$ cat src/design/mrmf_pkg.sv
// ----------------------------------------------------------------------------
// mrmf_pkg: shared types and constants
// Sizes, queue command format and configuration bundle of the diamond
// dilation filter.
// ----------------------------------------------------------------------------
package mrmf_pkg;

	localparam int MAX_ROWS   = 256;
	localparam int MAX_COLS   = 256;
	localparam int PIXEL_BITS = 10;
	localparam int ROW_W      = 8;
	localparam int COL_W      = 8;
	localparam int ADDR_W     = ROW_W + COL_W;
	localparam int FRAME_SIZE = MAX_ROWS * MAX_COLS;
	localparam int CNT_W      = 9;

	localparam logic [1:0] OP_LOAD = 2'd0;
	localparam logic [1:0] OP_RUN  = 2'd1;
	localparam logic [1:0] OP_READ = 2'd2;

	localparam logic [1:0] REG_RADIUS = 2'd0;
	localparam logic [1:0] REG_ROWS   = 2'd1;
	localparam logic [1:0] REG_COLS   = 2'd2;

	typedef enum logic [1:0] {
		CMD_LOAD,
		CMD_RUN,
		CMD_RDIN,
		CMD_RDOUT
	} cmd_kind_t;

	typedef struct packed {
		cmd_kind_t               kind;
		logic [ADDR_W-1:0]       addr;
		logic [PIXEL_BITS-1:0]   pix;
	} cmd_t;

	typedef struct packed {
		logic [CNT_W-1:0] radius;
		logic [CNT_W-1:0] rows;
		logic [CNT_W-1:0] cols;
	} cfg_t;

endpackage

$ cat src/design/mrmf_front.sv
// ----------------------------------------------------------------------------
// mrmf_front: input classifier and command queue
// Accepts items, drops ignored ones, queues commands for the back end.
// ----------------------------------------------------------------------------
module mrmf_front (
	input  logic                 clk,
	input  logic                 arst_n,
	input  mrmf_pkg::cfg_t       cfg,
	input  logic                 s_tvalid,
	output logic                 s_tready,
	input  logic [31:0]          s_tdata,  // row, col, pixel_in
	input  logic [1:0]           s_tuser,  // operation
	output logic                 cmd_valid,
	output mrmf_pkg::cmd_t       cmd,
	input  logic                 cmd_pop
);
	import mrmf_pkg::*;

	localparam int QD = 4;

	cmd_t            q_q [QD];
	logic [2:0]      wp_q, rp_q;
	logic            full, keep, in_img, push;
	logic [ROW_W-1:0] row;
	logic [COL_W-1:0] col;
	cmd_t            nc;

	assign row    = s_tdata[ROW_W-1:0];
	assign col    = s_tdata[ROW_W+COL_W-1:ROW_W];
	assign in_img = ({1'b0, row} < cfg.rows) && ({1'b0, col} < cfg.cols);
	assign full   = (wp_q[1:0] == rp_q[1:0]) && (wp_q[2] != rp_q[2]);
	assign s_tready  = !full;
	assign cmd_valid = (wp_q != rp_q);
	assign cmd       = q_q[rp_q[1:0]];
	assign push      = s_tvalid && !full && keep;

	always_comb begin
		nc.addr = {row, col};
		nc.pix  = s_tdata[ADDR_W+PIXEL_BITS-1:ADDR_W];
		nc.kind = CMD_RUN;
		keep    = 1'b0;
		case (s_tuser)
			OP_LOAD: begin
				nc.kind = CMD_LOAD;
				keep    = in_img;
			end
			OP_RUN: begin
				nc.kind = CMD_RUN;
				keep    = 1'b1;
			end
			OP_READ: begin
				nc.kind = in_img ? CMD_RDIN : CMD_RDOUT;
				keep    = 1'b1;
			end
			default: keep = 1'b0;
		endcase
	end

	always_ff @(posedge clk) begin
		if (push) begin
			q_q[wp_q[1:0]] <= nc;
		end
	end

	always_ff @(posedge clk or negedge arst_n) begin
		if (!arst_n) begin
			wp_q <= '0;
			rp_q <= '0;
		end else begin
			if (push) wp_q <= wp_q + 3'd1;
			if (cmd_pop) rp_q <= rp_q + 3'd1;
		end
	end

endmodule

$ cat config.mk
export PLATFORM = sky130hd
export DESIGN_NAME = mrmf_front
export DESIGN_NICKNAME = d
export VERILOG_FILES = /design/src/design/mrmf_pkg.sv /design/src/design/mrmf_front.sv
export SDC_FILE = /design/constraint.sdc
export NUM_CORES = 1
export LEC_CHECK = 0
export BUFFER_PORTS_ARGS = -buffer_cell sky130_fd_sc_hd__buf_2
export CAP_MARGIN = 20
export CORE_ASPECT_RATIO = 0.6
export CORE_MARGIN = 2
export CORE_UTILIZATION = 30
export CTS_CLUSTER_SIZE = 25
export DETAILED_ROUTE_END_ITERATION = 16
export PLACE_DENSITY = 0.59
export SETUP_SLACK_MARGIN = 0.2
export SLEW_MARGIN = 30
export SYNTH_ARGS = -nofsm -noshare
export SYNTH_HDL_FRONTEND = slang
export SYNTH_SLANG_ARGS = --single-unit
$ cat constraint.sdc
create_clock -name clk -period 6.3 [get_ports clk]
set_input_delay 0.315 -clock clk [delete_from_list [all_inputs] [get_ports clk]]
set_output_delay 0.315 -clock clk [all_outputs]
set_load 0.01 [all_outputs]
==> impl_results.md <==
- Outcome: completed
- Placed cell area: 0.00567 mm^2
- Initial Util: 30.6%
- H-tree levels: 4
- Hold Path Sink: q_q[0][8]
- Measured slew at the worst slew-check pin: 0.664 ns
- CP most frequent cell: nor3_1
- Synth cell types: 35
- Slowest stage delay, CP: between 0.6 and 0.7 ns
- Crit end category: flip-flop
- RR Startpoint: wp_q[0]
- Pleak: 0.00233 uW
- RSZ-0062 raised after global routing: false
- GRT Util Overall: 12.6%
- Synth area leaders: edfxtp_1 (68%), mux4_2 (13%), ha_1 (5.8%), dfrtp_1 (3.0%), inv_1 (1.5%)
- Fin nets: 449
- Die area: 0.0176 mm^2
- Post-synth EDFFs: 112
- Worst Setup Start Kind: primary input
- Crit-path cells: buf_2 -> inv_1 -> ha_1 -> a211oi_1 -> nor3_1 -> nor3_1 -> nand4_1 -> a21boi_4 -> buf_4
- Largest area contributor in the netlist: edfxtp_1
- CP max stage cell: a21boi_4
- Routed wire length per instance: 17.8 um
- Total power: 2760 uW
- Async set or reset register ratio after synthesis: 5.08%
- Register bit total from synthesis: 118
- Dominant synthesized flop cell: edfxtp_1
- Peak supply drop: 138 uV
- Die Span Y: 104 um
- Via count: 2714
- Slack of the worst reg-to-reg path: 3.36 ns
- Synth Instances: 263
- Core Region: 0.0162 mm^2
- CTS max path bufs: 2
- First-pass GRT wire length: 16200 um
- CTS clk-pin slew, worst paths: 0.05 ns
- WHS Path Cells: 1
- DRT Pass-1 Iters: 4
- Highest clock rate: 318 MHz
- Pwr/cell area: 438 mW/mm^2
- Netlist Area Pre-Place: between 0.004 and 0.005 mm^2
- Yosys top cell area share: a little under 70%
- Pin count of the biggest net entering global routing: 31
- CTS buffer count: 17
- Class of the worst hold path: in -> reg
- Register-to-Register Path Depth: 5
- Share of layout cells above drive strength 1: 39.6%
- Max transition margin: a little under three fifths
- Vias per cell: around 4.6
- FILL cells: 1536
- Drc violations: 0
- Critical path buffer and inverter count: 3
- Slew Limit Fails: 0
- Die Wd: 170 um
- Worst-path fanout max: 15
- Input/output buffers: 79
- Final setup vio count: 0
- Fin area: 0.00630 mm^2
- Tmin final: 3.15 ns
- Post_cts resized: 0
- Req. time, crit path: roughly 6.4 ns
- CTS sink cnt: 118
- Placer Congestion: between 0.7 and 0.8
- WP data arrival: between 3 and 4 ns
- Num ports: 95
- Area growth syn-to-layout: 27.0%
- CTS tree: yes
- Post-synthesis sequential area ratio: 70.8%
- Part of the cycle the worst path needs: between 40% and 50%
- Syn Area/Cell: 18.9 um^2
- Synth Warn #: 0
- Initial DRC count: ~230
- Core Rows: 36
- TNS Setup: 0 ns
- Final Hold Fails: 0
- Worst path top cell family by delay: simple AND/OR/NAND/NOR gates
- Mapped Nets: 351
- Post-Route Skew: 0.00873 ns
- Initial antenna violation count: 3
- Number of max-cap violations: 0
- Final wirelength: 10400 um
- Hpwl dp: between 6000 and 7000 um
- Hold Crit Start: s_tdata[24]
- Reg2reg end: q_q[1][14]
- Root buf cell: clkbuf_16
- Final core utilization: 38.8%
- Crit Path Class: in -> reg
- DRT antenna net count: 0
- Grt ovf: 0
- Number of global-route vias before repair: 2871
- Worst skew pair latency: 0.41 ns
- Hold Slack: roughly 0.12 ns
[cell usage in the layout, fill, tap and decap left out, types with 3 or more instances in the layout]
cell	n
nand2_1	10
dfrtp_1	5
nor3_1	4
clkinv_4	3
clkbuf_16	17
nor2b_1	4
clkinvlp_4	3
inv_1	20
nand3_1	3
a21oi_1	6
edfxtp_1	112
buf_4	6
a21boi_4	4
o21ai_0	3
buf_2	79
bufinv_16	4
xor2_1	3
a211oi_1	3
nor2_1	7
mux4_2	28
ha_1	23
[cell usage after synthesis (4+ instances only)]
cell / instances
edfxtp_1: 112
mux4_2: 28
ha_1: 23
inv_1: 20
nand2_1: 10
nor2_1: 7
a21oi_1: 6
dfrtp_1: 6
a21boi_0: 4
nor2b_1: 4
nor3_1: 4
[cell type report]
type	count	area [um^2]	area share [%]
Tap cell	209	262	4.15
Sequential cell	118	3510	55.8
Timing Repair Buffer	86	450	7.15
Antenna cell	1	2.50	0.0397
Inverter	20	75.1	1.19
Multi-Input combinational cell	118	1380	21.9
Clock inverter	13	181	2.88
Clock buffer	19	433	6.87
[per-layer routing]
metal,GRT usage (%),vias up,share of wire [%]
li1,-,1254,-
met1,16.4,1355,47
met2,19.1,85,44
met3,5.46,16,7.8
met4,4.03,4,0.99
met5,0,-,0.26
[cells by family after synthesis]
group / Yosys count / share of synthesized area (%)
simple gates: 35 / 3.56
buf+inv: 27 / 2.27
flops: 118 / 70.8
compound gates: 24 / 3.23
xor+xnor: 5 / 0.883
mux: 31 / 13.4
fa+ha+maj: 23 / 5.80
[metrics by stage]
stage                     instances  setup WS, ns
after floorplan                 263          2.21
after global placement          550          2.69
after detailed placement        550          2.66
after CTS                       583          3.09
after global routing            584          2.82
final                           584          3.15
[state kept, by name (all words and copies together), names as in the netlist]
name and flops:
rp_q 3, wp_q 3, q_q 112
[power by group]
part | switching, uW | total [uW] | leakage [uW] | internal [uW]
registers | 36.0 | 1010 | 0.00108 | 971
clock network | 335 | 994 | 0.000288 | 659
logic | 405 | 755 | 0.000956 | 350
total | 776 | 2760 | 0.00233 | 1980
[worst max path at each step]
stage | slack (ns) | depth (start not counted) | to | start
final | 3.15 | 9 | q_q[1][14] | cfg[6]
after global routing | 2.82 | 9 | q_q[1][25] | cfg[11]
after CTS | 3.09 | 9 | q_q[1][21] | cfg[6]
after detailed placement | 2.66 | 9 | q_q[1][23] | cfg[6]
after global placement | 2.69 | 9 | q_q[1][17] | cfg[6]
after floorplan | 2.21 | 7 | q_q[0][0] | cfg[6]
[what timing repair did]
item / in CTS / in global routing
hold endpoints to repair: 6 / 0
hold buffers: 1 / 0
setup buffers: 0 / 0
(Power assumes the default switching activity.)
